===== src/design/hsec_pkg.sv =====
// ----------------------------------------------------------------------------
// hsec_pkg
// Types, constants and helper functions for the Hamming SEC encode/correct unit.
// ----------------------------------------------------------------------------
package hsec_pkg;

  localparam int DATA_W = 32;
  localparam int CODE_W = 38;
  localparam int SYN_W  = 6;
  localparam int LEN_W  = 6;
  localparam int CFG_W  = 6;
  localparam int STAT_W = 2;

  localparam logic [CFG_W-1:0] DATA_BITS_RESET = CFG_W'(4);

  localparam logic REQ_ENCODE = 1'b0;
  localparam logic REQ_CHECK  = 1'b1;

  localparam logic [STAT_W-1:0] STATUS_OK     = 2'd0;
  localparam logic [STAT_W-1:0] STATUS_FIXED  = 2'd1;
  localparam logic [STAT_W-1:0] STATUS_BEYOND = 2'd2;

  typedef struct packed {
    logic              req_type;
    logic [DATA_W-1:0] data_word;
    logic [CODE_W-1:0] received_code;
  } req_t;

  typedef struct packed {
    logic [CODE_W-1:0] code_out;
    logic [SYN_W-1:0]  syndrome;
    logic [STAT_W-1:0] check_status;
  } rsp_t;

  // codeword built or masked, waiting for its syndrome
  typedef struct packed {
    logic              req_type;
    logic [CODE_W-1:0] word;
  } word_stage_t;

  typedef struct packed {
    logic              req_type;
    logic [CODE_W-1:0] word;
    logic [SYN_W-1:0]  syn;
  } synd_stage_t;

  typedef struct packed {
    logic [LEN_W-1:0]  len;
    logic [CODE_W-1:0] mask;
  } code_cfg_t;

  function automatic logic is_pow2(input int p);
    return (p != 0) && ((p & (p - 1)) == 0);
  endfunction

  // data bit index that lands on codeword bit b (position b+1)
  function automatic int data_idx(input int b);
    int cnt;
    cnt = 0;
    for (int q = 1; q <= b; q++) begin
      if (!is_pow2(q)) cnt++;
    end
    return cnt;
  endfunction

  function automatic logic [LEN_W-1:0] code_len(input logic [CFG_W-1:0] kreg);
    int k;
    int r;
    k = int'(kreg);
    r = 0;
    if (k < 1) k = 1;
    if (k > DATA_W) k = DATA_W;
    for (int i = 0; i < 7; i++) begin
      if ((1 << r) < r + k + 1) r++;
    end
    return LEN_W'(k + r);
  endfunction

  function automatic logic [CODE_W-1:0] len_mask(input logic [LEN_W-1:0] len);
    logic [CODE_W-1:0] m;
    for (int b = 0; b < CODE_W; b++) begin
      m[b] = (LEN_W'(b) < len);
    end
    return m;
  endfunction

endpackage


===== src/design/hamming_sec_encode_correct_unit.sv =====
// ----------------------------------------------------------------------------
// hamming_sec_encode_correct_unit
// Even-parity Hamming single-error-correcting encoder and checker with a
// configurable data length.
// ----------------------------------------------------------------------------
//  channel   handshake                 payload
//  request   start / busy              req  (req_type, data_word, received_code)
//  result    done (one-cycle strobe)   rsp  (code_out, syndrome, check_status)
//  config    cfg_valid / cfg_ready     cfg_data (data_bits)
//
//  one item per cycle, each result strobed on done as it leaves the result register
//  stages: input register, codeword layout, syndrome tree, correction/result
//  busy is high during reset and in the cycle after it; no state is kept between items
//  the result side has no back-pressure, so the pipeline never stalls
//  the config port takes writes whenever busy is low
// ----------------------------------------------------------------------------
module hamming_sec_encode_correct_unit (
  input  logic                        clk,
  input  logic                        rst,
  input  logic                        start,
  output logic                        busy,
  input  hsec_pkg::req_t              req,
  output logic                        done,
  output hsec_pkg::rsp_t              rsp,
  input  logic                        cfg_valid,
  output logic                        cfg_ready,
  input  logic [hsec_pkg::CFG_W-1:0]  cfg_data
);
  import hsec_pkg::*;

  code_cfg_t   code_cfg;
  logic        accept;
  logic        place_valid;
  word_stage_t place_stage;
  logic        synd_valid;
  synd_stage_t synd_stage;

  always_ff @(posedge clk) begin
    if (rst) begin
      busy <= 1'b1;
    end else begin
      busy <= 1'b0;
    end
  end

  assign accept    = start && !busy;
  assign cfg_ready = !busy;

  hsec_cfg u_cfg (
    .clk      (clk),
    .rst      (rst),
    .wr_en    (cfg_valid && cfg_ready),
    .wr_data  (cfg_data),
    .code_cfg (code_cfg)
  );

  hsec_place u_place (
    .clk       (clk),
    .rst       (rst),
    .in_valid  (accept),
    .req       (req),
    .mask      (code_cfg.mask),
    .out_valid (place_valid),
    .out_stage (place_stage)
  );

  hsec_synd u_synd (
    .clk       (clk),
    .rst       (rst),
    .in_valid  (place_valid),
    .in_stage  (place_stage),
    .out_valid (synd_valid),
    .out_stage (synd_stage)
  );

  hsec_fix u_fix (
    .clk      (clk),
    .rst      (rst),
    .in_valid (synd_valid),
    .in_stage (synd_stage),
    .code_cfg (code_cfg),
    .done     (done),
    .rsp      (rsp)
  );

  // every accepted item comes out as a done strobe
  a_latency: assert property (@(posedge clk) disable iff (rst)
    accept |-> ##4 done)
    else $error("accepted item produced no result");

  a_no_phantom: assert property (@(posedge clk) disable iff (rst)
    done |-> $past(accept, 4))
    else $error("result without an accepted item");

  a_len_mask: assert property (@(posedge clk) disable iff (rst)
    done |-> (rsp.code_out & ~code_cfg.mask) == '0)
    else $error("code_out has bits beyond the code length");

  a_ok_zero_syn: assert property (@(posedge clk) disable iff (rst)
    done && rsp.check_status == STATUS_OK |-> rsp.syndrome == '0)
    else $error("clean status with nonzero syndrome");

  a_fixed_syn: assert property (@(posedge clk) disable iff (rst)
    done && rsp.check_status == STATUS_FIXED |->
      rsp.syndrome != '0 && LEN_W'(rsp.syndrome) <= code_cfg.len)
    else $error("correction with syndrome outside the code");

endmodule


===== src/design/hsec_cfg.sv =====
// ----------------------------------------------------------------------------
// hsec_cfg
// Data length register; keeps the code length and its bit mask ready.
// ----------------------------------------------------------------------------
module hsec_cfg (
  input  logic                      clk,
  input  logic                      rst,
  input  logic                      wr_en,
  input  logic [hsec_pkg::CFG_W-1:0] wr_data,
  output hsec_pkg::code_cfg_t       code_cfg
);
  import hsec_pkg::*;

  code_cfg_t code_cfg_next;

  always_comb begin
    code_cfg_next.len  = code_len(wr_data);
    code_cfg_next.mask = len_mask(code_cfg_next.len);
  end

  always_ff @(posedge clk) begin
    if (rst) begin
      code_cfg.len  <= code_len(DATA_BITS_RESET);
      code_cfg.mask <= len_mask(code_len(DATA_BITS_RESET));
    end else if (wr_en) begin
      code_cfg <= code_cfg_next;
    end
  end

endmodule


===== src/design/hsec_place.sv =====
// ----------------------------------------------------------------------------
// hsec_place
// Input register and codeword layout: data bits spread over the non-parity
// positions, or the received word cut to the code length.
// ----------------------------------------------------------------------------
module hsec_place (
  input  logic                       clk,
  input  logic                       rst,
  input  logic                       in_valid,
  input  hsec_pkg::req_t             req,
  input  logic [hsec_pkg::CODE_W-1:0] mask,
  output logic                       out_valid,
  output hsec_pkg::word_stage_t      out_stage
);
  import hsec_pkg::*;

  logic        req_valid;
  req_t        req_q;
  word_stage_t stage_next;

  always_ff @(posedge clk) begin
    if (rst) begin
      req_valid <= 1'b0;
      out_valid <= 1'b0;
    end else begin
      req_valid <= in_valid;
      out_valid <= req_valid;
    end
  end

  always_ff @(posedge clk) begin
    req_q     <= req;
    out_stage <= stage_next;
  end

  always_comb begin
    stage_next.req_type = req_q.req_type;
    for (int b = 0; b < CODE_W; b++) begin
      if (req_q.req_type == REQ_CHECK) begin
        stage_next.word[b] = req_q.received_code[b];
      end else if (is_pow2(b + 1) || data_idx(b) >= DATA_W) begin
        stage_next.word[b] = 1'b0;
      end else begin
        stage_next.word[b] = req_q.data_word[data_idx(b) % DATA_W];
      end
    end
    stage_next.word = stage_next.word & mask;
  end

endmodule


===== src/design/hsec_synd.sv =====
// ----------------------------------------------------------------------------
// hsec_synd
// Syndrome stage: XOR of the positions of all set bits.
// ----------------------------------------------------------------------------
module hsec_synd (
  input  logic                  clk,
  input  logic                  rst,
  input  logic                  in_valid,
  input  hsec_pkg::word_stage_t in_stage,
  output logic                  out_valid,
  output hsec_pkg::synd_stage_t out_stage
);
  import hsec_pkg::*;

  logic [SYN_W-1:0] syn_next;

  // one xor tree per syndrome bit
  always_comb begin
    syn_next = '0;
    for (int b = 0; b < CODE_W; b++) begin
      if (in_stage.word[b]) syn_next = syn_next ^ SYN_W'(b + 1);
    end
  end

  always_ff @(posedge clk) begin
    if (rst) begin
      out_valid <= 1'b0;
    end else begin
      out_valid <= in_valid;
    end
  end

  always_ff @(posedge clk) begin
    out_stage.req_type <= in_stage.req_type;
    out_stage.word     <= in_stage.word;
    out_stage.syn      <= syn_next;
  end

endmodule


===== src/design/hsec_fix.sv =====
// ----------------------------------------------------------------------------
// hsec_fix
// Final stage: parity insertion on encode, single-bit flip on check, and the
// result register.
// ----------------------------------------------------------------------------
module hsec_fix (
  input  logic                  clk,
  input  logic                  rst,
  input  logic                  in_valid,
  input  hsec_pkg::synd_stage_t in_stage,
  input  hsec_pkg::code_cfg_t   code_cfg,
  output logic                  done,
  output hsec_pkg::rsp_t        rsp
);
  import hsec_pkg::*;

  rsp_t rsp_next;
  logic in_range;

  assign in_range = (LEN_W'(in_stage.syn) <= code_cfg.len);

  always_comb begin
    rsp_next.code_out     = in_stage.word;
    rsp_next.syndrome     = '0;
    rsp_next.check_status = STATUS_OK;
    if (in_stage.req_type == REQ_ENCODE) begin
      for (int j = 0; j < SYN_W; j++) begin
        if ((1 << j) <= CODE_W && in_stage.syn[j]) begin
          rsp_next.code_out[((1 << j) - 1) % CODE_W] = 1'b1;
        end
      end
    end else begin
      rsp_next.syndrome = in_stage.syn;
      if (in_stage.syn != '0) begin
        if (in_range) begin
          rsp_next.check_status = STATUS_FIXED;
          for (int b = 0; b < CODE_W; b++) begin
            if (in_stage.syn == SYN_W'(b + 1)) rsp_next.code_out[b] = ~in_stage.word[b];
          end
        end else begin
          rsp_next.check_status = STATUS_BEYOND;
        end
      end
    end
    rsp_next.code_out = rsp_next.code_out & code_cfg.mask;
  end

  always_ff @(posedge clk) begin
    if (rst) begin
      done <= 1'b0;
    end else begin
      done <= in_valid;
    end
  end

  always_ff @(posedge clk) begin
    rsp <= rsp_next;
  end

endmodule

===== config.mk =====
export PLATFORM = sky130hd
export DESIGN_NAME = hamming_sec_encode_correct_unit
export DESIGN_NICKNAME = d
export VERILOG_FILES = /design/src/design/hsec_pkg.sv /design/src/design/hamming_sec_encode_correct_unit.sv /design/src/design/hsec_cfg.sv /design/src/design/hsec_place.sv /design/src/design/hsec_synd.sv /design/src/design/hsec_fix.sv
export SDC_FILE = /design/constraint.sdc
export NUM_CORES = 1
export LEC_CHECK = 0
export ABC_AREA = 1
export BUFFER_PORTS_ARGS = -buffer_cell sky130_fd_sc_hd__buf_2
export CELL_PAD_IN_SITES_DETAIL_PLACEMENT = 1
export CELL_PAD_IN_SITES_GLOBAL_PLACEMENT = 1
export CORE_UTILIZATION = 44
export DETAILED_ROUTE_END_ITERATION = 6
export GPL_ROUTABILITY_DRIVEN = 0
export PLACE_DENSITY_LB_ADDON = 0.1
export SLEW_MARGIN = 25
export SYNTH_ARGS = -nofsm -noshare
export SYNTH_HDL_FRONTEND = slang
export SYNTH_HIERARCHICAL = 1
export SYNTH_SLANG_ARGS = --single-unit

===== constraint.sdc =====
create_clock -name clk -period 24.6 [get_ports clk]
set_input_delay 4.92 -clock clk [delete_from_list [all_inputs] [get_ports clk]]
set_output_delay 4.92 -clock clk [all_outputs]
set_load 0.05 [all_outputs]

# Word-level counts from Yosys, hierarchy flattened
# Cells that the tools add are included.
# totals
reg_bits,250
in_bits,81
output_inout_bits,49
# classes
addsub,515
n_lt_le_gt_ge,110
n_eq_ne,38
shift,6
n_mux,1290
n_bitwise,108
n_reduce_logical,36
# op_table
op,n
32-bit two-way mux,1028
32-bit by 2-bit adder with 32-bit output (second input constant),505
32-bit by 7-bit greater-or-equal comparator with 1-bit output (second input constant),31
6-bit by 7-bit < comparator with 1-bit output (second input constant),31
32-bit < comparator,6
1-bit two-way mux,183
32-bit by 7-bit adder with 32-bit output,5
1-bit by 32-bit << shifter with 32-bit output (first input constant),5
1-bit binary-select mux with 5-bit select,31
5-bit OR reduction,31
6-bit by 5-bit == test with 1-bit output (second input constant),16
5-bit by 6-bit < comparator with 1-bit output (first input constant),16
5-bit two-way mux,16
38-bit bitwise AND,2
38-bit two-way mux,2
6-bit two-way mux,11
6-bit by 4-bit == test with 1-bit output (second input constant),8
4-bit by 6-bit < comparator with 1-bit output (first input constant),8
6-bit == test (second input constant),7
3-bit NOT,13
1-bit NOT,38
6-bit < comparator (first input constant),6
2-bit by 32-bit < comparator with 1-bit output (first input constant),1
4-bit two-way mux,8
other kinds (28),95

# Logic depth before layout (Yosys ltp)
# Gate-level depths: netlist of run 1.
# logic_depth
depth_word,162
depth_mapped,111

# Cells and area by module
# The synthesis of run 1 kept the hierarchy.
# by_module_without_submodules
mod,instances,cells_per_inst,area_each_um2,seq_area_each_um2
hsec_cfg,1,672,4548.1,860.8
hsec_place,1,290,3241.9,2242.2
hsec_fix,1,347,2362.3,940.9
hsec_synd,1,283,2142.1,920.9
hamming_sec_encode_correct_unit,1,6,38.8,20.0

# Worst setup path before layout of run 1
# OpenSTA, ideal clock, no wires.
# synth_timing
kind,input to register
from,input port cfg_data[1] in the netlist's numbering
to,register u_cfg/code_cfg[24] (netlist name)
setup_time_ns,0.068
t_arrival_ns,19.282
slack_ns,5.250
path_stages,95
cell_sequence,nor2_1 -> nand3_1 -> nand2_1 -> inv_1 -> nor2_1 -> ha_1 -> nor3_1 -> o211ai_1 -> nor2_1 -> nand2_1 -> ha_1 -> or2_2 -> a21oi_1 -> o21ai_0 -> a21oi_1 -> nand3_1 -> nor2_1 -> inv_1 -> [59 not listed] -> inv_1 -> ha_1 -> nand2_1 -> nor2_1 -> a211oi_1 -> or2_2 -> nand2_1 -> a21oi_1 -> xor2_1 -> inv_1 -> nand4_1 -> nand2_2 -> buf_6 -> nor2_8 -> inv_2 -> o21ai_4 -> nand2_1 -> a21oi_2
# synth_between
elab_chain_len,33
word_cells_on_any_way,45
cone_classes,20 x add/sub; 10 x order compare; 6 x shift; 9 x mux
# synth_lines
item,line_no,rtl
from (decl),hamming_sec_encode_correct_unit.sv:27,input logic [hsec_pkg::CFG_W-1:0] cfg_data
6-bit by 1-bit < comparator with 1-bit output,hsec_pkg.sv:71,if (k < 1) k = 1;
6-bit two-way mux (*),hsec_pkg.sv:71,
6-bit greater-than comparator,hsec_pkg.sv:72,if (k > DATA_W) k = DATA_W;
6-bit two-way mux (*),hsec_pkg.sv:72,
6-bit by 1-bit adder with 7-bit output,hsec_pkg.sv:74,if ((1 << r) < r + k + 1) r++;
2-bit by 32-bit < comparator with 1-bit output,hsec_pkg.sv:74,
1-bit two-way mux,hsec_pkg.sv:74,
1-bit by 6-bit adder with 7-bit output,hsec_pkg.sv:74,
[17 not listed],n/a,
32-bit < comparator,hsec_pkg.sv:74,
32-bit two-way mux,hsec_pkg.sv:74,
32-bit by 7-bit adder with 32-bit output,hsec_pkg.sv:74,
32-bit by 2-bit adder with 32-bit output,hsec_pkg.sv:74,
32-bit < comparator,hsec_pkg.sv:74,
6-bit two-way mux,hsec_pkg.sv:74,
6-bit adder (*),hsec_pkg.sv:76,return LEN_W'(k + r);
5-bit by 6-bit < comparator with 1-bit output (*),hsec_pkg.sv:82,m[b] = (LEN_W'(b) < len);
# Every way passes the cells marked *; elsewhere a longest branch is shown, timed or not.
# A chain may end at the register's enable or synchronous reset.

# Worst setup path after layout of run 1
# layout_timing
from,input port cfg_data[2] in the netlist's numbering
to,register u_cfg/code_cfg[8] (netlist name)
# layout_between
elab_chain_len,33
word_cells_on_any_way,45
cone_classes,20 x add/sub; 10 x order compare; 6 x shift; 9 x mux
# layout_lines
item,line_no
6-bit by 1-bit < comparator with 1-bit output,hsec_pkg.sv:71
6-bit two-way mux (*),hsec_pkg.sv:71
6-bit greater-than comparator,hsec_pkg.sv:72
6-bit two-way mux (*),hsec_pkg.sv:72
6-bit by 1-bit adder with 7-bit output,hsec_pkg.sv:74
2-bit by 32-bit < comparator with 1-bit output,hsec_pkg.sv:74
1-bit two-way mux,hsec_pkg.sv:74
1-bit by 6-bit adder with 7-bit output,hsec_pkg.sv:74
[17 not listed],n/a
32-bit < comparator,hsec_pkg.sv:74
32-bit two-way mux,hsec_pkg.sv:74
32-bit by 7-bit adder with 32-bit output,hsec_pkg.sv:74
32-bit by 2-bit adder with 32-bit output,hsec_pkg.sv:74
32-bit < comparator,hsec_pkg.sv:74
6-bit two-way mux,hsec_pkg.sv:74
6-bit adder (*),hsec_pkg.sv:76
4-bit by 6-bit < comparator with 1-bit output (*),hsec_pkg.sv:82
# Marked as above.

==> tab_implementation.tex, run 1 <==
\begin{tabular}{lr}
\hline
Metric & Value \\
\hline
\multicolumn{2}{l}{\textbf{Setup path}} \\
\quad Type of the setup path with the least slack & primary input to flop \\
\quad Maximum cell stage delay along the critical path & 0.64 ns \\
\quad Largest fanout on the critical path & 11 \\
\quad Category of the worst setup path launch point & primary input \\
\quad Number of cells on the worst reg-to-reg path & 10 \\
\quad Arrival time worst endpoint & 21.64 ns \\
\quad Critical path endpoint category & flop \\
\quad Critical Path Slowest Stage Cell & sky130\_fd\_sc\_hd\_\_o21ai\_0 \\
\quad Register-to-register setup slack & 22.01 ns \\
\quad Critical register-to-register path startpoint & u\_synd/out\_stage[2] \\
\quad Most Frequent Cell on Critical Path & sky130\_fd\_sc\_hd\_\_nand2\_1 \\
\quad Critical path data required time & 24.97 ns \\
\quad Terminus of the critical flop-to-flop path & u\_fix/rsp[15] \\
\multicolumn{2}{l}{\textbf{Global route}} \\
\quad Number of antenna violations at the first check in global routing & 0 \\
\quad Via count of the first global-routing pass & 10.7k \\
\quad Remaining Overflow, GRT & 0 \\
\quad Pin count of the biggest net entering global routing & between 50 and 60 \\
\quad Global-route wire length before repair & 56000 um \\
\quad GRT Util Overall & 0.251 \\
\multicolumn{2}{l}{\textbf{Timing}} \\
\quad Worst clock skew on the final layout & 0.00978 ns \\
\quad Final setup margin & 3.33 ns \\
\quad Summed negative setup slack over all endpoints & 0 ns \\
\quad Post-route fraction of the period consumed by the critical path & 0.865 \\
\quad Worst-Margin Slew & 0.753 ns \\
\quad WHS & 0.330 ns \\
\quad Final setup vio count & 0 \\
\quad Highest achievable clock rate & approximately 47 MHz \\
\quad Minimum clock period after layout & 21.27 ns \\
\quad Hold Vio Cnt, Final & 0 \\
\quad Worst slew margin & 0.492 \\
\quad Setup repair after global routing missed its margin & no \\
\quad Pins over their slew limit & 0 \\
\multicolumn{2}{l}{\textbf{Synth}} \\
\quad Share of synthesized registers carrying an async set or reset & 0 \\
\quad Post-synth top cells & sky130\_fd\_sc\_hd\_\_nand2\_1 (354), sky130\_fd\_sc\_hd\_\_dfxtp\_1 (249), sky130\_fd\_sc\_hd\_\_inv\_1 (201) \\
\quad Number of cells produced by synthesis & 1598 \\
\quad Cell variety after synth & 54 \\
\quad Netlist area before placement & $\sim$12000 um\^{}2 \\
\quad Dominant cells by area after synthesis & sky130\_fd\_sc\_hd\_\_dfxtp\_1 (40\%), sky130\_fd\_sc\_hd\_\_nand2\_1 (11\%), sky130\_fd\_sc\_hd\_\_ha\_1 (8.1\%), sky130\_fd\_sc\_hd\_\_inv\_1 (6.1\%), sky130\_fd\_sc\_hd\_\_nor2\_1 (5.5\%) \\
\quad Proportion of synthesized chip area in sequential cells & 0.404 \\
\quad Seq cells post-synth & 249 \\
\quad Most common cell in the netlist & sky130\_fd\_sc\_hd\_\_nand2\_1 \\
\quad Share of the synthesized area in the top cell type & 0.404 \\
\quad Cell taking the most area after synthesis & sky130\_fd\_sc\_hd\_\_dfxtp\_1 \\
\quad Top flip-flop cell by instance count after synthesis & sky130\_fd\_sc\_hd\_\_dfxtp\_1 \\
\quad Avg Cell Area, Syn & 7.72 um\^{}2 \\
\quad Total of warnings raised by yosys & 6 \\
\quad Count of flip-flops with a built-in enable after synthesis & 0 \\
\multicolumn{2}{l}{\textbf{Floorplanning}} \\
\quad Initial Util & 0.453 \\
\quad Core Rows & 60 \\
\quad Chip height & 169 um \\
\quad Total Die Area & roughly 29000 um\^{}2 \\
\quad IO Pins & 130 \\
\quad Floorplan die width & 169 um \\
\quad Core Footprint & roughly 27000 um\^{}2 \\
\multicolumn{2}{l}{\textbf{Run}} \\
\quad Max-capacitance violation count & 0 \\
\multicolumn{2}{l}{\textbf{Clock tree}} \\
\quad Number of buffers inserted during clock tree synthesis & 26 \\
\quad Clk pin slew, worst setup/hold paths & 0.06 ns \\
\quad Number of sinks on the clock net & 249 \\
\quad Count of buffers added by post-CTS timing repair for setup & 0 \\
\quad Max clock buf depth & 3 \\
\quad \# H-tree levels & 1 \\
\quad Worst skew pair latency & around 0.52 ns \\
\quad Hold Buf Count CTS & 0 \\
\quad Clock root buffer master & sky130\_fd\_sc\_hd\_\_clkbuf\_16 \\
\quad CTS-repair resized insts & 0 \\
\quad TritonCTS clock tree & done \\
\multicolumn{2}{l}{\textbf{Finish}} \\
\quad Inserted Diodes & 0 \\
\quad Signed area change from the synthesized netlist to the final layout & 14.5\% \\
\quad Share of layout cells above drive strength 1 & 0.197 \\
\quad Fillers & 3450 \\
\quad Number of nets in the finished design & 1892 \\
\multicolumn{2}{l}{\textbf{Hold path}} \\
\quad Hold Path Class & flop to flop \\
\quad Worst Hold Endpoint & u\_synd/out\_stage[44] \\
\quad Cell count of the worst hold path & 0 \\
\quad Worst hold path startpoint & u\_place/out\_stage[38] \\
\multicolumn{2}{l}{\textbf{Detailed routing}} \\
\quad Via density per instance & between 4 and 5 \\
\quad DRC violations left & 0 \\
\quad Wire per inst & 16.8 um \\
\quad Vias after detailed routing & 10.4k \\
\quad Iteration-0 DRC count of the detailed router & 488 \\
\quad Drt first pass iters & 4 \\
\quad Final routed wirelength across all metal layers & 35500 um \\
\quad Count of nets left with antenna violations after detail routing & 0 \\
\multicolumn{2}{l}{\textbf{Placed design}} \\
\quad Detailed-placement wirelength estimate & 27800 um \\
\quad IO buf count & 129 \\
\quad Setup Slack @ Placement & 2.95 ns \\
\multicolumn{2}{l}{\textbf{Run status}} \\
\quad Result of the run & finished clean \\
\hline
\end{tabular}
## final cells by class
type	count	area, um^2	share of cell area
Clock buffer	37	793	0.0562
Clock inverter	10	136	0.00966
Inverter	216	813	0.0576
Multi-Input combinational cell	1096	6220	0.441
Sequential cell	249	4990	0.353
Tap cell	372	465	0.0330
Timing Repair Buffer	136	698	0.0494
## worst max-delay path: cells and delay by family
family / cells / cell delay, ns
and+or+nand+nor: 39 / 4.89
buffers and inverters: 13 / 1.40
AOI/OAI and AO/OA: 22 / 4.03
adders and majority gates: 17 / 5.33
xor gates and xnor gates: 5 / 1.01
## placed cells by master (no fill, tap or decap), drive strengths merged, types with 6 or more instances in the layout
cell type,count
nand2,438
dfxtp,249
nor2,227
inv,214
buf,136
a21oi,97
nand3,83
ha,80
clkbuf,37
xnor2,34
xor2,33
o21ai,31
nand4,13
clkinv,9
nor3,7
fa,6
and3,6
or2,6
## worst max-delay path by stage
stage,cells after the start,slack (ns),endpoint,from
finish,96,3.33,u_cfg/code_cfg[8],cfg_data[2]
detailed placement,94,2.95,u_cfg/code_cfg[8],cfg_data[5]
floorplan,95,5.25,u_cfg/code_cfg[24],cfg_data[1]
global route,103,1.73,u_cfg/code_cfg[3],cfg_data[2]
global placement,93,3.79,u_cfg/code_cfg[8],cfg_data[2]
CTS,93,3.45,u_cfg/code_cfg[8],cfg_data[2]
## cells by family after synthesis
group	after synthesis	synth area share
adders and majority gates	86	0.0909
buffers and inverters	256	0.0920
and+or+nand+nor	786	0.293
AOI/OAI and AO/OA	152	0.0685
other	2	0.000609
DFF	249	0.404
xor gates and xnor gates	67	0.0506
## stage by stage
stage,std cells,util,cell area (um^2)
6_report,2116,0.518,14100
5_1_grt,2116,0.518,14100
4_1_cts,2116,0.518,14100
3_5_place_dp,2069,0.484,13200
3_3_place_gp,2069,0.484,13200
2_1_floorplan,1601,-,12300
## registers in the layout, summed over array words and instances (netlist names)
signal and flops:
u_place/req_q 71, u_fix/rsp 46, u_synd/out_stage 45, u_cfg/code_cfg 43, u_place/out_stage 39, busy 1
u_fix/done 1, u_place/out_valid 1, u_place/req_valid 1, u_synd/out_valid 1
## layer usage
layer,global-route usage,vias to the layer above,wire length (um)
met5,0,-,0
met4,0.0607,0,701
met3,0.0219,45,1100
met2,0.434,184,16800
met1,0.337,5005,16900
li1,-,5205,-
Power of run 1 is left out: the tool's default activity adds up to more than one toggle a clock period on the data nets, which glitch-free logic cannot reach.
==> run 2: changes to the inputs <==
--- a/config.mk
+++ b/config.mk
@@ -9,6 +9,8 @@
 export BUFFER_PORTS_ARGS = -buffer_cell sky130_fd_sc_hd__buf_2
 export CELL_PAD_IN_SITES_DETAIL_PLACEMENT = 1
 export CELL_PAD_IN_SITES_GLOBAL_PLACEMENT = 1
+export CORE_ASPECT_RATIO = 1.5
+export CORE_MARGIN = 2
 export CORE_UTILIZATION = 44
 export DETAILED_ROUTE_END_ITERATION = 6
 export GPL_ROUTABILITY_DRIVEN = 0
@@ -18,3 +20,4 @@
 export SYNTH_HDL_FRONTEND = slang
 export SYNTH_HIERARCHICAL = 1
 export SYNTH_SLANG_ARGS = --single-unit
+export TNS_END_PERCENT = 30
==> run 2 against run 1 <==
Maximum frequency down 1.6%. Highest routed layer unchanged. Clock-buffer cell count unchanged. Flip-flop and latch count is the same.
==> tab_implementation.tex, run 2 (same netlist as run 1, synthesis figures left out) <==
\begin{tabular}{lr}
\hline
Metric & Value \\
\hline
\multicolumn{2}{l}{\textbf{Finish}} \\
\quad Most frequent cells in the layout & sky130\_fd\_sc\_hd\_\_nand2\_1 (354), sky130\_fd\_sc\_hd\_\_dfxtp\_1 (248), sky130\_fd\_sc\_hd\_\_inv\_1 (201), sky130\_fd\_sc\_hd\_\_nor2\_1 (179), sky130\_fd\_sc\_hd\_\_buf\_2 (129) \\
\quad Largest register by flop count & u\_place/req\_q \\
\quad Share of layout cells above drive strength 1 & 0.192 \\
\quad Fillers & approximately 3.5k \\
\quad Final design utilization & 0.502 \\
\quad Signed area change from the synthesized netlist to the final layout & 13.0\% \\
\quad Number of flip-flops under the largest register name & 71 \\
\quad Inserted Diodes & 0 \\
\quad Number of nets in the finished design & 1888 \\
\quad Most frequent standard cell in the layout excluding fill and tap cells & sky130\_fd\_sc\_hd\_\_nand2\_1 \\
\quad Largest registers & u\_place/req\_q (71), u\_fix/rsp (46), u\_synd/out\_stage (45) \\
\multicolumn{2}{l}{\textbf{Detailed routing}} \\
\quad Vias after detailed routing & 10.4k \\
\quad Via density per instance & 5.01 \\
\quad Final routed wirelength across all metal layers & 37300 um \\
\quad Wire per inst & $\sim$18 um \\
\quad Drt first pass iters & 5 \\
\quad Count of nets left with antenna violations after detail routing & 0 \\
\quad DRC violations left & 0 \\
\quad Iteration-0 DRC count of the detailed router & 346 \\
\multicolumn{2}{l}{\textbf{Setup path}} \\
\quad Maximum cell stage delay along the critical path & 0.70 ns \\
\quad Number of cells on the worst reg-to-reg path & 11 \\
\quad Critical path endpoint category & flop \\
\quad Arrival time worst endpoint & approximately 22 ns \\
\quad Largest fanout on the critical path & 11 \\
\quad Total stage count of the critical path & 94 \\
\quad Category of the worst setup path launch point & primary input \\
\quad Most Frequent Cell on Critical Path & sky130\_fd\_sc\_hd\_\_nand2\_1 \\
\quad Critical Path Slowest Stage Cell & sky130\_fd\_sc\_hd\_\_nor2\_1 \\
\quad Critical path data required time & 25.06 ns \\
\quad Crit path buf inv count & 12 \\
\quad Type of the setup path with the least slack & primary input to flop \\
\quad Worst path top cell family by delay & simple AND/OR/NAND/NOR gates \\
\multicolumn{2}{l}{\textbf{Global route}} \\
\quad Global-route met3 utilization & 0.0195 \\
\quad Pin count of the biggest net entering global routing & 72 \\
\quad Via count of the first global-routing pass & approximately 11k \\
\quad Number of antenna violations at the first check in global routing & 0 \\
\quad Met2 capacity usage during global routing & 0.523 \\
\quad Grt met1 use & 0.248 \\
\quad Layer carrying the most global-route usage & met2 \\
\quad Remaining Overflow, GRT & 0 \\
\quad GRT Util Overall & 0.256 \\
\quad Global-route wire length before repair & 58300 um \\
\multicolumn{2}{l}{\textbf{Timing}} \\
\quad Final setup vio count & 0 \\
\quad Post-route fraction of the period consumed by the critical path & 0.879 \\
\quad Hold Vio Cnt, Final & 0 \\
\quad Minimum clock period after layout & 21.63 ns \\
\quad Worst clock skew on the final layout & 0.0106 ns \\
\quad Worst slew margin & 0.344 \\
\quad Worst-Margin Slew & 0.984 ns \\
\quad Setup repair after global routing missed its margin & no \\
\quad Summed negative setup slack over all endpoints & 0 ns \\
\quad Highest achievable clock rate & 46.2 MHz \\
\quad Pins over their slew limit & 0 \\
\multicolumn{2}{l}{\textbf{Clock tree}} \\
\quad CTS-repair resized insts & 0 \\
\quad Max clock buf depth & 3 \\
\quad \# H-tree levels & 1 \\
\quad Clk pin slew, worst setup/hold paths & 0.06 ns \\
\quad Number of buffers inserted during clock tree synthesis & 24 \\
\quad Number of sinks on the clock net & 249 \\
\quad Hold Buf Count CTS & 0 \\
\quad Worst skew pair latency & 0.53 ns \\
\quad TritonCTS clock tree & done \\
\quad Clock root buffer master & sky130\_fd\_sc\_hd\_\_clkbuf\_16 \\
\quad Count of buffers added by post-CTS timing repair for setup & 0 \\
\multicolumn{2}{l}{\textbf{Run status}} \\
\quad Result of the run & finished clean \\
\multicolumn{2}{l}{\textbf{Run}} \\
\quad Max-capacitance violation count & 0 \\
\multicolumn{2}{l}{\textbf{Floorplanning}} \\
\quad Chip height & 209 um \\
\quad Floorplan die width & 141 um \\
\quad Initial Util & 0.444 \\
\quad Core Rows & 75 \\
\quad Total Die Area & around 29000 um\^{}2 \\
\quad IO Pins & 130 \\
\quad Core Footprint & 27800 um\^{}2 \\
\multicolumn{2}{l}{\textbf{Hold path}} \\
\quad Cell count of the worst hold path & 0 \\
\quad Hold Path Class & flop to flop \\
\multicolumn{2}{l}{\textbf{Placed design}} \\
\quad IO buf count & 129 \\
\quad Detailed-placement wirelength estimate & 30000 um \\
\hline
\end{tabular}
[run 2: changes by cell type in the layout (fill, tap and decap cells not counted)]
cell | previous run | this run
sky130_fd_sc_hd__clkinv_4 | 1 | 0
sky130_fd_sc_hd__clkbuf_16 | 27 | 25
sky130_fd_sc_hd__bufinv_16 | 3 | 1
sky130_fd_sc_hd__nor2_1 | 180 | 179
sky130_fd_sc_hd__clkbuf_8 | 8 | 5
sky130_fd_sc_hd__inv_6 | 2 | 0
sky130_fd_sc_hd__clkbuf_1 | 2 | 7
sky130_fd_sc_hd__buf_4 | 7 | 5
sky130_fd_sc_hd__nor2_2 | 35 | 36
sky130_fd_sc_hd__clkinv_8 | 0 | 1
[run 2: worst paths after layout]
check                                           start                   end  slack [ns]
worst min-delay path            u_place/out_stage[38]  u_synd/out_stage[44]        0.33
worst max register to register     u_cfg/code_cfg[31]          u_fix/rsp[9]       21.89
worst min register to register  u_place/out_stage[38]  u_synd/out_stage[44]        0.33
worst max-delay path                      cfg_data[4]     u_cfg/code_cfg[9]        2.97
[run 2: per-layer routing]
layer,routed length [um],part of all wire,vias up
met3,758,0.020,88
met4,2010,0.054,0
met2,21200,0.57,188
li1,-,-,5192
met1,13300,0.36,4976
met5,0,0,-
[run 2: cell type report]
class / instances / area [um^2] / share of cell area
multi-input combinational: 1096 / 6230 / 0.447
sequential: 249 / 4990 / 0.358
inverter: 216 / 813 / 0.0584
clock buffer: 37 / 721 / 0.0517
timing repair buffer: 134 / 683 / 0.0490
tap: 346 / 433 / 0.0311
clock inverter: 6 / 66.3 / 0.00476
[run 2: per-stage QoR]
stage                     cell area [um^2]  setup slack [ns]  hold WS, ns  instances
final                                13900              2.97        0.329       2084
after global routing                 13900              1.23        0.343       2084
after CTS                            13900              2.89        0.332       2084
after detailed placement             13100              2.41        0.324       2041
after global placement               13100              3.14        0.315       2041
after floorplan                      12300              5.25        0.310       1601
[run 2: worst register-to-register path: stages, from the launching register on]
cell and delay, ns:
sky130_fd_sc_hd__dfxtp_1 0.44, sky130_fd_sc_hd__inv_1 0.07, sky130_fd_sc_hd__ha_1 0.30, sky130_fd_sc_hd__nand2_1 0.07, sky130_fd_sc_hd__nor2_1 0.14, sky130_fd_sc_hd__nand3_1 0.14
sky130_fd_sc_hd__nand2_2 0.56, sky130_fd_sc_hd__buf_4 0.51, sky130_fd_sc_hd__nand2_1 0.16, sky130_fd_sc_hd__nand2_1 0.09, sky130_fd_sc_hd__nand2_1 0.05, sky130_fd_sc_hd__nor2_1 0.12
Power of run 2 is left out for the same reason.
